### config.mk
export PLATFORM = sky130hd
export DESIGN_NAME = mffd_queue
export DESIGN_NICKNAME = d
export VERILOG_FILES = /design/src/design/mffd_pkg.sv /design/src/design/mffd_queue.sv
export SDC_FILE = /design/constraint.sdc
export NUM_CORES = 1
export LEC_CHECK = 0
export ABC_AREA = 0
export BUFFER_PORTS_ARGS = -buffer_cell sky130_fd_sc_hd__buf_2
export CORE_AREA = 2 2 109 111
export CTS_CLUSTER_SIZE = 24
export DETAILED_ROUTE_END_ITERATION = 8
export DIE_AREA = 0 0 111 113
export GPL_TIMING_DRIVEN = 1
export PLACE_DENSITY = 0.81
export SLEW_MARGIN = 20
export SYNTH_ARGS = -nofsm -noshare
export SYNTH_HDL_FRONTEND = slang
export SYNTH_SLANG_ARGS = --single-unit
### constraint.sdc
create_clock -name clk_i -period 12.3 [get_ports clk_i]
set_input_delay 1.845 -clock clk_i [delete_from_list [all_inputs] [get_ports clk_i]]
set_output_delay 1.845 -clock clk_i [all_outputs]
set_load 0.03 [all_outputs]
### src/design/mffd_pkg.sv
// Shared types and constants of the motor feedback frame decoder.
// Used by every decoder module and by the testbench.
`default_nettype none

package mffd_pkg;

  // Number of motor slots that hold filter and turn state.
  localparam int unsigned SLOT_COUNT = 4;
  // Number of identifier registers on the configuration port.
  localparam int unsigned ID_REGS = 4;
  localparam logic [10:0] ID_RESET_BASE = 11'd321;

  // Queue between the classifying front and the arithmetic back.
  localparam int unsigned QUEUE_DEPTH = 2;
  localparam int unsigned QUEUE_PW = (QUEUE_DEPTH > 1) ? $clog2(QUEUE_DEPTH) : 1;
  localparam int unsigned QUEUE_CW = $clog2(QUEUE_DEPTH + 1);

  // 2 * round(pi * 2^32).
  localparam logic [34:0] TWO_PI_Q32 = 35'd26986075410;
  // round(pi * 2^32) = 1143 * (180 * 2^16) + SPD_REM.
  localparam logic [10:0] SPD_INT = 11'd1143;
  localparam logic [23:0] SPD_REM = 24'd9661065;
  // Half of 180 * 2^16, for rounding to nearest.
  localparam logic [22:0] SPD_HALF = 23'd5898240;
  localparam logic [7:0] SPD_DIV = 8'd180;
  // floor(2^32 / 180); the quotient it gives is low by at most one.
  localparam logic [24:0] RECIP180 = 25'd23860929;
  // ceil(2^35 / 10); exact division by ten for any 32-bit dividend.
  localparam logic [31:0] RECIP10 = 32'hCCCCCCCD;
  localparam logic [50:0] ROUND_Q32 = 51'h0_8000_0000;
  localparam logic [49:0] ROUND_Q16 = 50'd32768;
  localparam logic signed [16:0] TURN_HALF = 17'sd32768;

  typedef enum logic [2:0] {
    CFG_ACTIVE_SLOTS = 3'd0,
    CFG_SLOT0_ID     = 3'd1,
    CFG_SLOT1_ID     = 3'd2,
    CFG_SLOT2_ID     = 3'd3,
    CFG_SLOT3_ID     = 3'd4
  } cfg_reg_e;

  typedef struct packed {
    logic [10:0] frame_id;
    logic [7:0]  temperature_byte;
    logic [7:0]  current_low_byte;
    logic [7:0]  current_high_byte;
    logic [7:0]  speed_low_byte;
    logic [7:0]  speed_high_byte;
    logic [7:0]  encoder_low_byte;
    logic [7:0]  encoder_high_byte;
  } frame_t;

  // A classified frame as it waits in the queue.
  typedef struct packed {
    logic       matched;
    logic [1:0] slot;
    frame_t     frame;
  } entry_t;

endpackage

`default_nettype wire

### src/design/mffd_queue.sv
// Short queue of classified frames between the front and the back.
// Depends on mffd_pkg.
`default_nettype none

module mffd_queue
  import mffd_pkg::*;
(
  input  wire logic    clk_i,
  input  wire logic    rst_ni,
  input  wire logic    push_valid_i,
  input  wire entry_t  push_entry_i,
  output logic         push_ready_o,
  output logic         pop_valid_o,
  output entry_t       pop_entry_o,
  input  wire logic    pop_ready_i
);

  entry_t               mem_q [QUEUE_DEPTH];
  logic [QUEUE_PW-1:0]  wr_q, wr_d;
  logic [QUEUE_PW-1:0]  rd_q, rd_d;
  logic [QUEUE_CW-1:0]  count_q, count_d;
  logic                 push, pop;

  assign push_ready_o = (count_q != QUEUE_CW'(QUEUE_DEPTH));
  assign pop_valid_o  = (count_q != '0);
  assign pop_entry_o  = mem_q[rd_q];
  assign push         = push_valid_i && push_ready_o;
  assign pop          = pop_valid_o && pop_ready_i;

  always_comb begin
    wr_d = wr_q;
    rd_d = rd_q;
    if (push) begin
      wr_d = (wr_q == QUEUE_PW'(QUEUE_DEPTH - 1)) ? '0 : wr_q + 1'b1;
    end
    if (pop) begin
      rd_d = (rd_q == QUEUE_PW'(QUEUE_DEPTH - 1)) ? '0 : rd_q + 1'b1;
    end
    unique case ({push, pop})
      2'b10:   count_d = count_q + 1'b1;
      2'b01:   count_d = count_q - 1'b1;
      default: count_d = count_q;
    endcase
  end

  always_ff @(posedge clk_i or negedge rst_ni) begin
    if (!rst_ni) begin
      wr_q    <= '0;
      rd_q    <= '0;
      count_q <= '0;
    end else begin
      wr_q    <= wr_d;
      rd_q    <= rd_d;
      count_q <= count_d;
    end
  end

  always_ff @(posedge clk_i) begin
    if (push) begin
      mem_q[wr_q] <= push_entry_i;
    end
  end

  a_count_bound: assert property (@(posedge clk_i) disable iff (!rst_ni)
    count_q <= QUEUE_CW'(QUEUE_DEPTH))
    else $error("queue fill count exceeds its depth");

  a_push_grows: assert property (@(posedge clk_i) disable iff (!rst_ni)
    (push && !pop) |=> (count_q == $past(count_q) + 1'b1))
    else $error("queue count did not grow on a lone push");

endmodule

`default_nettype wire

==> summary.md <==
| Metric | Value |
|---|---|
| Yosys top cell by area | edfxtp_1 |
| Hold Vio Cnt, Final | 0 |
| Initial antenna violation count | 0 |
| # nets final | 468 |
| Slew headroom | 35.64% |
| CTS tree | yes |
| DRC | 0 |
| Worst Hold Class | flip-flop to flip-flop |
| Skew-Pair Late Insertion Delay | 0.40 ns |
| Power per cell area | 276.4 nW/um^2 |
| CTS Buf Count | 17 |
| Number of global-route vias before repair | 2820 |
| Clock Pin Slew Worst Setup and Hold Paths | 0.06 ns |
| Crit path largest cell delay | 0.77 ns |
| Clock Tree Buf Depth | 2 |
| # Post-CTS Setup Buffers | 0 |
| Htree depth | 4 |
| Global route overflow | 0 |
| Die area | 12540 um^2 |
| Number of hold buffers added after cts | 0 |
| Clk sinks | 144 |
| Initial Util | 49.12% |
| Pre-Repair DR Iteration Count | 4 |
| Startpoint Class | flip-flop |
| Fmax | 231.3 MHz |
| DR WL/cell | 16.34 um |
| GRT Total Usage | 14.70% |
| Via Count | 2667 |
| Leakage power | 2.849 nW |
| Syn nets | 310 |
| Top-level I/O count | 146 |
| Critical path type | flip-flop to output port |
| Sequential area share after synthesis | 77.74% |
| Placed Cells | 517 |
| Tmin final | 4.323 ns |
| N_diodes | 0 |
| Layout cells sized above 1 | 61.58% |
| Mapped Area | 5537 um^2 |
| CORE AREA | 11270 um^2 |
| R2R Setup Slk | 9.82 ns |
| Via-per-instance ratio | 4.858 |
| First-pass GRT wire length | 13840 um |
| Fin cells | 549 |
| Number of gates resized after CTS | 0 |
| End point of the critical path | pop_entry_o[49] |
| RSZ-0062 raised after global routing | no |
| Critical R2R Capture | mem_q[0][50]$_DFFE_PP_ |
| Area fraction of the dominant cell type after synthesis | 75.93% |
| Slew @ Worst Pin | 0.9630 ns |
| Avg Cell Area, Syn | 23.56 um^2 |
| YS warnings | 0 |
| Crit path arrival time | 2.48 ns |
| Die extent in y | 113 um |
| Yosys reg bits | 144 |
| Row count | 39 |
| CP cell instances | buf_4 > mux2_4 > buf_2 |
| Final Max Slew Viols | 0 |
| Outcome | complete, no violations |
| Post-route ant nets | 0 |
| Count of final setup violators | 0 |
| Peak VDD IR | 0.2581 mV |
| Post-DP HPWL | 5873 um |
| Layout overhead on the synthesized area | 26.98% |
| CTS root buf | clkbuf_16 |
| Port bufs | 145 |
| CP startpoint | rd_q$_DFFE_PN0P_ |
| Routed WL | 8968 um |
| Largest net degree at the start of global routing | 71 |
| Synth area leaders | edfxtp_1 76%, mux2_4 19%, dfrtp_1 1.8% |
| Critical Path Slowest Stage Cell | dfrtp_4 |
| FF-to-FF Start | count_q[0]$_DFFE_PN0P_ |
| Crit end category | output port |
| Clk_skew | 0.009270 ns |
| 1st-iter DRT viols | 94 |
| WP data required | 10.45 ns |
| R2R depth | 4 |
| Fin Setup TNS | 0 ns |
| Synth Instances | 235 |
| Max Cap Violations | 0 |
| GPL Wtd Cong | 0.7030 |
| Crit path max fanout | 43 |
| Die width | 111 um |
| Synth cell types | 14 |
| Crit share post-route | 35.15% |
cell type report:
cell class / count / area (um^2)
Sequential cell: 144 / 4308
Clock inverter: 10 / 183.9
Multi-Input combinational cell: 83 / 1155
Fill cell: 818 / 4242
Tap cell: 143 / 178.9
Timing Repair Buffer: 147 / 740.7
Clock buffer: 22 / 464.2
logic make-up after synthesis:
family,synth area share (%)
flops,77.74
simple gates,0.7008
fa+ha+maj,0.2260
xor+xnor,0.7911
buf+inv,1.627
mux,18.92
cells in the final DEF, fill, tap and decap left out, drive strengths merged:
cell type  netlist  layout
buf              8     147
edfxtp         140     140
mux2            70      70
clkbuf           0      22
bufinv           0       5
dfrtp            4       4
xnor2            3       3
clkinv           0       3
xor2             2       2
clkinvlp         0       2
nor2             2       2
or2              1       1
and2             1       1
nand2b           1       1
nand2            1       1
and3             1       1
ha               1       1
registers in the layout (all words and copies together) (netlist names):
name,flops
rd_q,1
mem_q,140
count_q,2
wr_q,1
layer usage:
layer  vias up  share of wire, %  track usage [%]
li1       1244                 -                -
met1      1316                39            16.69
met2       102                54            25.81
met3         5               6.6            5.035
met4         0              0.70            5.750
met5         -                 0                0
stage by stage:
step	hold slack (ns)	util, %	instance area (um^2)	worst slack (ns)	total power [W]
final	0.5013	62.37	7030	7.977	0.001943
after global routing	0.5242	62.37	7030	7.841	0.002024
after CTS	0.5064	62.37	7030	7.899	0.001970
after detailed placement	0.4956	56.62	6382	8.354	0.001416
after global placement	0.4754	56.62	6382	8.385	0.001404
after floorplan	0.4564	-	5537	6.926	0.001277
power by group:
group	switching, W	internal, W	leakage (nW)	total [W]
Combinational	0.000397	0.000269	1.19	0.000666
Clock	0.000178	0.000370	0.310	0.000549
Sequential	0.0000546	0.000674	1.35	0.000729
how the worst min path moves through the flow:
stage                                       from                      to  slack [ns]  cells after the start
after detailed placement  count_q[1]$_DFFE_PN0P_  count_q[1]$_DFFE_PN0P_        0.50                      1
after global routing      count_q[1]$_DFFE_PN0P_  count_q[1]$_DFFE_PN0P_        0.52                      1
after floorplan           count_q[1]$_DFFE_PN0P_  count_q[1]$_DFFE_PN0P_        0.46                      1
after global placement    count_q[1]$_DFFE_PN0P_  count_q[1]$_DFFE_PN0P_        0.48                      1
final                     count_q[1]$_DFFE_PN0P_  count_q[1]$_DFFE_PN0P_        0.50                      1
after CTS                 count_q[1]$_DFFE_PN0P_  count_q[1]$_DFFE_PN0P_        0.51                      1
synthesized netlist by cell type:
cell type,count
mux2_2,1
or2_1,1
nor2_1,2
and3_1,1
mux2_4,69
ha_1,1
dfrtp_1,4
and2_4,1
xnor2_1,3
xor2_1,2
edfxtp_1,140
buf_6,8
nand2_1,1
nand2b_1,1
worst max-delay path, delay by kind of cell, from the launching register on:
kind,cells,cell delay [ns]
buffers and inverters,2,0.91
flip-flops,1,0.77
multiplexers,1,0.35
Note: power is estimated with default switching activity, not from simulation.
