===== config.mk =====
export PLATFORM = sky130hd
export DESIGN_NAME = mffd_front_flat
export DESIGN_NICKNAME = d
export VERILOG_FILES = /design/src/design/mffd_pkg.sv /design/src/design/mffd_channels.sv /design/src/design/mffd_front.sv /design/src/flat_wrapper.sv
export SDC_FILE = /design/constraint.sdc
export NUM_CORES = 1
export LEC_CHECK = 0
export BUFFER_PORTS_ARGS = -buffer_cell sky130_fd_sc_hd__buf_4
export CAP_MARGIN = 25
export CORE_MARGIN = 2
export CORE_UTILIZATION = 40
export CTS_CLUSTER_SIZE = 28
export DETAILED_ROUTE_END_ITERATION = 6
export GPL_TIMING_DRIVEN = 0
export PLACE_DENSITY = 0.71
export RECOVER_POWER = 50
export REMOVE_ABC_BUFFERS = 1
export SETUP_SLACK_MARGIN = 0.3
export SLEW_MARGIN = 20
export SYNTH_ARGS = -nofsm -noshare
export SYNTH_HDL_FRONTEND = slang
export SYNTH_SLANG_ARGS = --single-unit
export TNS_END_PERCENT = 30

===== constraint.sdc =====
create_clock -name clk_i -period 5.2 [get_ports clk_i]
set_input_delay 1.04 -clock clk_i [delete_from_list [all_inputs] [get_ports clk_i]]
set_output_delay 1.04 -clock clk_i [all_outputs]
set_load 0.005 [all_outputs]

===== src/design/mffd_pkg.sv =====
// Shared types and constants of the motor feedback frame decoder.
// Used by every decoder module and by the testbench.
`default_nettype none

package mffd_pkg;

  // Number of motor slots that hold filter and turn state.
  localparam int unsigned SLOT_COUNT = 4;
  // Number of identifier registers on the configuration port.
  localparam int unsigned ID_REGS = 4;
  localparam logic [10:0] ID_RESET_BASE = 11'd321;

  // Queue between the classifying front and the arithmetic back.
  localparam int unsigned QUEUE_DEPTH = 2;
  localparam int unsigned QUEUE_PW = (QUEUE_DEPTH > 1) ? $clog2(QUEUE_DEPTH) : 1;
  localparam int unsigned QUEUE_CW = $clog2(QUEUE_DEPTH + 1);

  // 2 * round(pi * 2^32).
  localparam logic [34:0] TWO_PI_Q32 = 35'd26986075410;
  // round(pi * 2^32) = 1143 * (180 * 2^16) + SPD_REM.
  localparam logic [10:0] SPD_INT = 11'd1143;
  localparam logic [23:0] SPD_REM = 24'd9661065;
  // Half of 180 * 2^16, for rounding to nearest.
  localparam logic [22:0] SPD_HALF = 23'd5898240;
  localparam logic [7:0] SPD_DIV = 8'd180;
  // floor(2^32 / 180); the quotient it gives is low by at most one.
  localparam logic [24:0] RECIP180 = 25'd23860929;
  // ceil(2^35 / 10); exact division by ten for any 32-bit dividend.
  localparam logic [31:0] RECIP10 = 32'hCCCCCCCD;
  localparam logic [50:0] ROUND_Q32 = 51'h0_8000_0000;
  localparam logic [49:0] ROUND_Q16 = 50'd32768;
  localparam logic signed [16:0] TURN_HALF = 17'sd32768;

  typedef enum logic [2:0] {
    CFG_ACTIVE_SLOTS = 3'd0,
    CFG_SLOT0_ID     = 3'd1,
    CFG_SLOT1_ID     = 3'd2,
    CFG_SLOT2_ID     = 3'd3,
    CFG_SLOT3_ID     = 3'd4
  } cfg_reg_e;

  typedef struct packed {
    logic [10:0] frame_id;
    logic [7:0]  temperature_byte;
    logic [7:0]  current_low_byte;
    logic [7:0]  current_high_byte;
    logic [7:0]  speed_low_byte;
    logic [7:0]  speed_high_byte;
    logic [7:0]  encoder_low_byte;
    logic [7:0]  encoder_high_byte;
  } frame_t;

  // A classified frame as it waits in the queue.
  typedef struct packed {
    logic       matched;
    logic [1:0] slot;
    frame_t     frame;
  } entry_t;

endpackage

`default_nettype wire


===== src/design/mffd_channels.sv =====
// Handshake channel interfaces of the motor feedback frame decoder:
// received frames, decoded results and configuration writes. No dependencies.
`default_nettype none

interface mffd_frame_if;
  logic        valid;
  logic        ready;
  logic [10:0] frame_id;
  logic [7:0]  temperature_byte;
  logic [7:0]  current_low_byte;
  logic [7:0]  current_high_byte;
  logic [7:0]  speed_low_byte;
  logic [7:0]  speed_high_byte;
  logic [7:0]  encoder_low_byte;
  logic [7:0]  encoder_high_byte;

  modport source (
    output valid, frame_id, temperature_byte, current_low_byte, current_high_byte,
           speed_low_byte, speed_high_byte, encoder_low_byte, encoder_high_byte,
    input  ready
  );
  modport sink (
    input  valid, frame_id, temperature_byte, current_low_byte, current_high_byte,
           speed_low_byte, speed_high_byte, encoder_low_byte, encoder_high_byte,
    output ready
  );
endinterface


interface mffd_cfg_if;
  logic        valid;
  logic        ready;
  logic [2:0]  index;
  logic [10:0] data;

  modport source (output valid, index, data, input ready);
  modport sink (input valid, index, data, output ready);
endinterface

`default_nettype wire


===== src/design/mffd_front.sv =====
// Front of the decoder: configuration registers and slot matching.
// Depends on mffd_pkg and the channel interfaces.
`default_nettype none

module mffd_front
  import mffd_pkg::*;
(
  input  wire logic   clk_i,
  input  wire logic   rst_ni,
  mffd_cfg_if.sink    cfg_i,
  mffd_frame_if.sink  frame_i,
  output logic        push_valid_o,
  output entry_t      push_entry_o,
  input  wire logic   push_ready_i
);

  logic [2:0]  active_q;
  logic [10:0] slot_id_q [ID_REGS];

  assign cfg_i.ready = 1'b1;

  always_ff @(posedge clk_i or negedge rst_ni) begin
    if (!rst_ni) begin
      active_q <= '0;
      for (int i = 0; i < ID_REGS; i++) begin
        slot_id_q[i] <= 11'(ID_RESET_BASE + 11'(i));
      end
    end else if (cfg_i.valid) begin
      unique case (cfg_i.index)
        CFG_ACTIVE_SLOTS: active_q     <= cfg_i.data[2:0];
        CFG_SLOT0_ID:     slot_id_q[0] <= cfg_i.data;
        CFG_SLOT1_ID:     slot_id_q[1] <= cfg_i.data;
        CFG_SLOT2_ID:     slot_id_q[2] <= cfg_i.data;
        CFG_SLOT3_ID:     slot_id_q[3] <= cfg_i.data;
        default: ;
      endcase
    end
  end

  logic [2:0] search_n;
  logic       hit;
  logic [1:0] hit_slot;

  // Walk from the top down so that the lowest matching slot wins.
  always_comb begin
    search_n = (active_q > 3'(SLOT_COUNT)) ? 3'(SLOT_COUNT) : active_q;
    hit      = 1'b0;
    hit_slot = '0;
    for (int i = SLOT_COUNT - 1; i >= 0; i--) begin
      if ((3'(i) < search_n) && (slot_id_q[i] == frame_i.frame_id)) begin
        hit      = 1'b1;
        hit_slot = 2'(i);
      end
    end
  end

  assign push_valid_o  = frame_i.valid;
  assign frame_i.ready = push_ready_i;

  always_comb begin
    push_entry_o.matched                  = hit;
    push_entry_o.slot                     = hit_slot;
    push_entry_o.frame.frame_id           = frame_i.frame_id;
    push_entry_o.frame.temperature_byte   = frame_i.temperature_byte;
    push_entry_o.frame.current_low_byte   = frame_i.current_low_byte;
    push_entry_o.frame.current_high_byte  = frame_i.current_high_byte;
    push_entry_o.frame.speed_low_byte     = frame_i.speed_low_byte;
    push_entry_o.frame.speed_high_byte    = frame_i.speed_high_byte;
    push_entry_o.frame.encoder_low_byte   = frame_i.encoder_low_byte;
    push_entry_o.frame.encoder_high_byte  = frame_i.encoder_high_byte;
  end

endmodule

`default_nettype wire


===== src/flat_wrapper.sv =====
// flat-port wrapper written by rule: the top's interface ports become plain ports
module mffd_front_flat import mffd_pkg::*;
  (clk_i, rst_ni, push_valid_o, push_entry_o, push_ready_i, cfg_i_valid, cfg_i_index, cfg_i_data, cfg_i_ready, frame_i_valid, frame_i_frame_id, frame_i_temperature_byte, frame_i_current_low_byte, frame_i_current_high_byte, frame_i_speed_low_byte, frame_i_speed_high_byte, frame_i_encoder_low_byte, frame_i_encoder_high_byte, frame_i_ready);
  mffd_cfg_if cfg_i_i ();
  mffd_frame_if frame_i_i ();
  input  wire logic clk_i;
  input  wire logic rst_ni;
  output logic push_valid_o;
  output entry_t push_entry_o;
  input  wire logic push_ready_i;
  input wire logic [$bits(cfg_i_i.valid)-1:0] cfg_i_valid;
  input wire logic [$bits(cfg_i_i.index)-1:0] cfg_i_index;
  input wire logic [$bits(cfg_i_i.data)-1:0] cfg_i_data;
  output wire logic [$bits(cfg_i_i.ready)-1:0] cfg_i_ready;
  input wire logic [$bits(frame_i_i.valid)-1:0] frame_i_valid;
  input wire logic [$bits(frame_i_i.frame_id)-1:0] frame_i_frame_id;
  input wire logic [$bits(frame_i_i.temperature_byte)-1:0] frame_i_temperature_byte;
  input wire logic [$bits(frame_i_i.current_low_byte)-1:0] frame_i_current_low_byte;
  input wire logic [$bits(frame_i_i.current_high_byte)-1:0] frame_i_current_high_byte;
  input wire logic [$bits(frame_i_i.speed_low_byte)-1:0] frame_i_speed_low_byte;
  input wire logic [$bits(frame_i_i.speed_high_byte)-1:0] frame_i_speed_high_byte;
  input wire logic [$bits(frame_i_i.encoder_low_byte)-1:0] frame_i_encoder_low_byte;
  input wire logic [$bits(frame_i_i.encoder_high_byte)-1:0] frame_i_encoder_high_byte;
  output wire logic [$bits(frame_i_i.ready)-1:0] frame_i_ready;
  assign cfg_i_i.valid = cfg_i_valid;
  assign cfg_i_i.index = cfg_i_index;
  assign cfg_i_i.data = cfg_i_data;
  assign cfg_i_ready = cfg_i_i.ready;
  assign frame_i_i.valid = frame_i_valid;
  assign frame_i_i.frame_id = frame_i_frame_id;
  assign frame_i_i.temperature_byte = frame_i_temperature_byte;
  assign frame_i_i.current_low_byte = frame_i_current_low_byte;
  assign frame_i_i.current_high_byte = frame_i_current_high_byte;
  assign frame_i_i.speed_low_byte = frame_i_speed_low_byte;
  assign frame_i_i.speed_high_byte = frame_i_speed_high_byte;
  assign frame_i_i.encoder_low_byte = frame_i_encoder_low_byte;
  assign frame_i_i.encoder_high_byte = frame_i_encoder_high_byte;
  assign frame_i_ready = frame_i_i.ready;
  mffd_front u_core (.clk_i(clk_i), .rst_ni(rst_ni), .cfg_i(cfg_i_i), .frame_i(frame_i_i), .push_valid_o(push_valid_o), .push_entry_o(push_entry_o), .push_ready_i(push_ready_i));
endmodule

==> results of run 1 <==
[final cells by class]
type                       count  area, um^2
multi-input combinational    124        1130
clock inverter                 3        67.6
fill                         667        3970
clock buffer                   5        68.8
tap                           96         120
sequential                    47        1190
timing repair buffer          43         315
[power by group]
group	total, mW	switching, mW	internal, mW
registers	0.516	0.0539	0.462
logic	0.221	0.0985	0.122
clock network	0.318	0.127	0.192
total	1.06	0.279	0.776
[state kept, by name, summed over array words and instances, names as in the netlist]
name              cells
u_core.active_q       3
u_core.slot_id_q     44
[routing by layer]
metal	vias up	wire, um
li1	705	-
met1	795	3220
met2	137	3420
met3	6	1960
met4	2	53
met5	-	68
[cells by family (layout without fill, tap and decap cells)]
kind of cell / Yosys count / in the layout / share of synthesized area
muxes: 47 / 47 / 0.184
AOI/OAI and AO/OA: 4 / 4 / 0.00868
buffers and inverters: 75 / 51 / 0.192
and+or+nand+nor: 28 / 28 / 0.0677
other: 1 / 1 / 0.00130
xor gates and xnor gates: 44 / 44 / 0.134
DFF: 47 / 47 / 0.413
[final timing paths]
kind                       cells past startpoint  slack, ns                        startpoint                               end
max reg2reg                                    1       4.37    u_core.active_q[2]$_DFFE_PN0P_    u_core.active_q[2]$_DFFE_PN0P_
min                                            1       0.51  u_core.slot_id_q[10]$_DFFE_PN0P_  u_core.slot_id_q[10]$_DFFE_PN0P_
min reg2reg                                    1       0.51  u_core.slot_id_q[10]$_DFFE_PN0P_  u_core.slot_id_q[10]$_DFFE_PN0P_
max                                            6       1.74              frame_i_frame_id[10]                  push_entry_o[68]
max in group asynchronous                      1       2.23                            rst_ni  u_core.slot_id_q[13]$_DFFE_PN0P_
min in group asynchronous                      1       1.53                            rst_ni  u_core.slot_id_q[42]$_DFFE_PN0P_
[per-stage QoR]
stage / hold slack (ns) / worst slack [ns] / instance area [um^2] / utilization
5_1_grt: 0.531 / 1.72 / 2900 / 0.422
4_1_cts: 0.517 / 1.81 / 2920 / 0.426
6_report: 0.514 / 1.74 / 2900 / 0.422
2_1_floorplan: 0.478 / 2.18 / 2330 / -
3_5_place_dp: 0.496 / 1.81 / 2790 / 0.406
3_3_place_gp: 0.488 / 1.83 / 2760 / 0.402
[layout by cell type (no fill, tap or decap), types with 2 or more instances in the layout]
cell type	instances
nand4_1	6
nand2_1	3
mux2_2	3
nor4_1	3
clkbuf_8	5
buf_4	38
bufinv_16	2
dfstp_2	13
xor2_1	14
clkbuf_1	3
mux2_1	44
nor3_1	4
nand3_1	2
a21oi_1	2
xnor2_1	30
dfrtp_1	34
nor2_1	3
==> results.md, run 1 <==
- Initial Util: 0.420
- DRT Pass-1 Iters: 4
- Post-synth top flop: dfrtp_1
- GR Util met1: 0.248
- Rows: 30
- Clk Latency, worst-skew pair: about 0.30 ns
- Worst Setup Path Type: primary input to primary output
- Min cycle time layout: 3.46 ns
- Mapped Area: 2880 um^2
- Crit-path max cell delay: 0.50 ns
- Min-Delay Path Class: flip-flop to flip-flop
- Cts hold-fix bufs: 0
- # IOs: between 150 and 200
- CTS tree: yes
- Most frequent cells after synthesis: buf_4, mux2_1, dfrtp_1, xnor2_1, xor2_1
- Crit path cell chain: buf_4, xor2_1, nor4_1, a31oi_1, nor3_1, buf_4
- Max Cap Viol: 1
- Worst Max-Slew Pin Slew: 2.56 ns
- Placed cell count: 310
- CP required: 4.16 ns
- Synth top area cells: dfrtp_1, buf_4, mux2_1, dfstp_2, xnor2_1
- Post-CTS setup buffers: 0
- Post-detailed-route count of antenna-violating nets: 0
- YS warnings: 0
- Final Hold Viols: 0
- # DRC: 0
- Core area: 6870 um^2
- CTS Root Cell: clkbuf_8
- Outcome: complete, but fails checks
- Total GRT Usage: 0.227
- Nets: 307
- Synth async-reset ratio: 1.00
- Post-CTS Resized: 0
- Post-Syn Area per Cell: 11.7 um^2
- Register bit total from synthesis: 47
- Yosys top cell by area: dfrtp_1
- Layout cell share with drive strength beyond 1: 0.306
- Final WL: 8.73 mm
- Die Area: 7900 um^2
- Setup TNS Final: 0 ns
- Non-Filler Instances: 318
- Port Buffers: 41
- CP Launch Type: primary input
- Register area share after synthesis: 0.413
- Gr busiest metal: met2
- Total gr overflow: 0
- M3 GR Usage: 0.239
- Peak VDD IR: 0.179 mV
- Vias per cell: 5.17
- FMAX: 0.289 GHz
- CP Capture Type: primary output
- GPL Wtd Cong: 0.829
- Family with the most delay on the worst path: simple AND/OR/NAND/NOR gates
- Worst slew margin: -0.706
- Post-Synthesis Cells: around 250
- Vias: between 1,500 and 2,000
- Static Leak: between 1 and 1.5 nW
- Antenna violations before repair: 0
- HPWL after DPL: 7.30 mm
- CP most frequent cell: buf_4
- Max-slew violations: 48
- Crit path buf inv count: 2
- Worst-path maximum fanout: 5
- Slowest CP cell: nor4_1
- Worst-path clk slew: 0.09 ns
- P&R area growth vs syn: 0.477%
- Largest net degree at the start of global routing: 48
- Failing checks: capacitance limit, slew limit
- Num CTS Buffers: 5
- Most common cell in the netlist: buf_4
- Die H: 88.9 um
- Yosys top cell area share: 0.295
- Ant diodes: 0
- WL/cell: 27.4 um
- RSZ-0062 raised after global routing: no
- CP Data Arrival Time: 2.42 ns
- Vias in the first global route: 1,744
- Post-synth EDFFs: 0
- Total power: 1.06 mW
- Initial DRC count: 91
- Clock sinks: 47
- Final worst path period share: 0.665
- Setup violators final: 0
- Max Clock Skew: 0 ns
- Pwr dens: 364 nW/um^2
- H-tree levels: 2
- Die width: 88.9 um
- Cell variety after synth: 25
- First-pass GRT wire length: 12.0 mm
- Maximum clock insertion buffer count: 2
- M2 GR Usage: 0.300
Power figures use the tool's default switching activity.
==> inputs of run 2 (changes only) <==
Clock period 5.2 ns to 3.3 ns, I/O delays scaled along.
==> run 2 against run 1 <==
  * The flow now finishes without violations
  * Cell count unchanged
  * Routed wire length is 0.64% lower
  * Via count fell by 0.12%
  * Highest routed layer unchanged
==> results.md, run 2 (synthesis gave the netlist of run 1 again) <==
- Final WL: 8.67 mm
- Final Hold Viols: 0
- Outcome: complete, no violations
- CP required: 2.64 ns
- First-pass GRT wire length: 12.0 mm
- Port Buffers: between 40 and 50
- Worst-path clk slew: 0.09 ns
- Most common cell after layout, fill and taps aside: mux2_1
- Clock sinks: 47
- Worst slew margin: 0.553
- Critical R2R Capture: u_core.active_q[2]$_DFFE_PN0P_
- Flop2flop setup slack: 2.47 ns
- H-tree levels: 2
- Antenna violations before repair: 0
- Rows: 30
- Vias: between 1,500 and 2,000
- DP Area: 2790 um^2
- Final worst path period share: 0.820
- Die H: 88.9 um
- Most frequent cells in the layout: mux2_1, buf_4, dfrtp_1
- Core area: around 6900 um^2
- Max reg flops: 44
- Layout fillers: 663
- # DRC: 0
- # IOs: 159
- Peak VDD IR: 0.281 mV
- Total power: 1.66 mW
- DRT Pass-1 Iters: 4
- FMAX: between 0.3 and 0.4 GHz
- CP Data Arrival Time: 2.05 ns
- RSZ-0062 raised after global routing: no
- Die Area: about 8000 um^2
- Maximum clock insertion buffer count: 2
- Largest net degree at the start of global routing: 48
- Reg2reg path depth: 1
- Vias in the first global route: 1,744
- Post-detailed-route count of antenna-violating nets: 0
- Worst Setup Path Type: primary input to primary output
- Post-CTS Resized: 0
- Pre-CTS setup slack: 0.671 ns
- Initial DRC count: roughly 110
- Vias per cell: 5.17
- WL/cell: ~27 um
- HPWL after DPL: 7.30 mm
- Cts hold-fix bufs: 0
- P&R area growth vs syn: 1.34%
- Max Clock Skew: 0 ns
- CP Launch Type: primary input
- Initial Util: 0.420
- Pwr dens: 569 nW/um^2
- Nets: 307
- Layout cell share with drive strength beyond 1: 0.329
- Area occupied by multi-input gates: 1140 um^2
- Max-slew violations: 0
- Largest regs: u_core.slot_id_q: 44 flops, u_core.active_q: 3 flops
- Register area: 1190 um^2
- Total gr overflow: 0
- Ant diodes: 0
- Final core occ: 0.426
- Post-CTS setup buffers: 0
- Post-route design area: 2920 um^2
- Worst flop-to-flop path startpoint: u_core.active_q[2]$_DFFE_PN0P_
- Worst Max-Slew Pin Slew: 0.669 ns
- Die width: between 80 and 90 um
- Num CTS Buffers: 5
- Max Cap Viol: 0
- CTS Root Cell: clkbuf_8
- Clk Latency, worst-skew pair: around 0.30 ns
- Setup violators final: 0
- GPL Wtd Cong: between 0.8 and 0.9
- Largest Register: u_core.slot_id_q
- Min cycle time layout: between 2 and 3 ns
- Setup TNS Final: 0 ns
- Total GRT Usage: 0.227
- Static Leak: between 1 and 1.5 nW
- CTS tree: yes
- Worst-path maximum fanout: 5
- Final worst setup slack: 0.593 ns
- CP Capture Type: primary output
- Min-Delay Path Class: primary input to async pin
run 2: changes by cell type in the layout (fill, tap and decap cells not counted), sizes merged:
cell    delta
buf        +4
clkbuf     -4
run 2: layer usage:
layer	part of all wire	GRT usage	up-vias
met3	0.23	0.239	8
met5	0.0078	0.0974	-
met1	0.36	0.248	793
li1	-	-	703
met4	0.0066	0.0372	2
met2	0.39	0.300	137
run 2: area by class of cell:
cell class,count,area share
clock buffers,5,0.0235
clock inverters,3,0.0231
multi-input cells,124,0.391
flip-flops and latches,47,0.408
well taps,96,0.0411
repair buffers,43,0.113
run 2: power breakdown:
part           switching (mW)  total, mW  internal, mW  leakage [nW]
Sequential             0.0846      0.813         0.728         0.545
Combinational           0.155      0.349         0.194         0.601
Clock                   0.198      0.500         0.302        0.0644
Total                   0.438       1.66          1.22          1.21
run 2: worst max-delay path, stage by stage:
cell     delay (ns)
buf_4          0.14
xor2_1         0.16
nor4_1         0.50
a31oi_1        0.18
nor3_1         0.24
buf_4          0.16
run 2: worst max path at each step:
| stage | slack [ns] | endpoint | from |
|---|---|---|---|
| after floorplan | 1.04 | push_entry_o[69] | frame_i_frame_id[8] |
| after CTS | 0.67 | push_entry_o[68] | frame_i_frame_id[8] |
| after detailed placement | 0.67 | push_entry_o[68] | frame_i_frame_id[8] |
| final | 0.59 | push_entry_o[68] | frame_i_frame_id[10] |
| after global routing | 0.58 | push_entry_o[67] | frame_i_frame_id[10] |
| after global placement | 0.44 | u_core.slot_id_q[0]$_DFFE_PN0P_ | cfg_i_index[0] |
run 2: stage by stage:
stage          cells  hold WS (ns)
2_1_floorplan    171         0.364
3_5_place_dp     310         0.496
3_3_place_gp     308         0.488
4_1_cts          318         0.370
5_1_grt          318         0.387
6_report         318         0.347
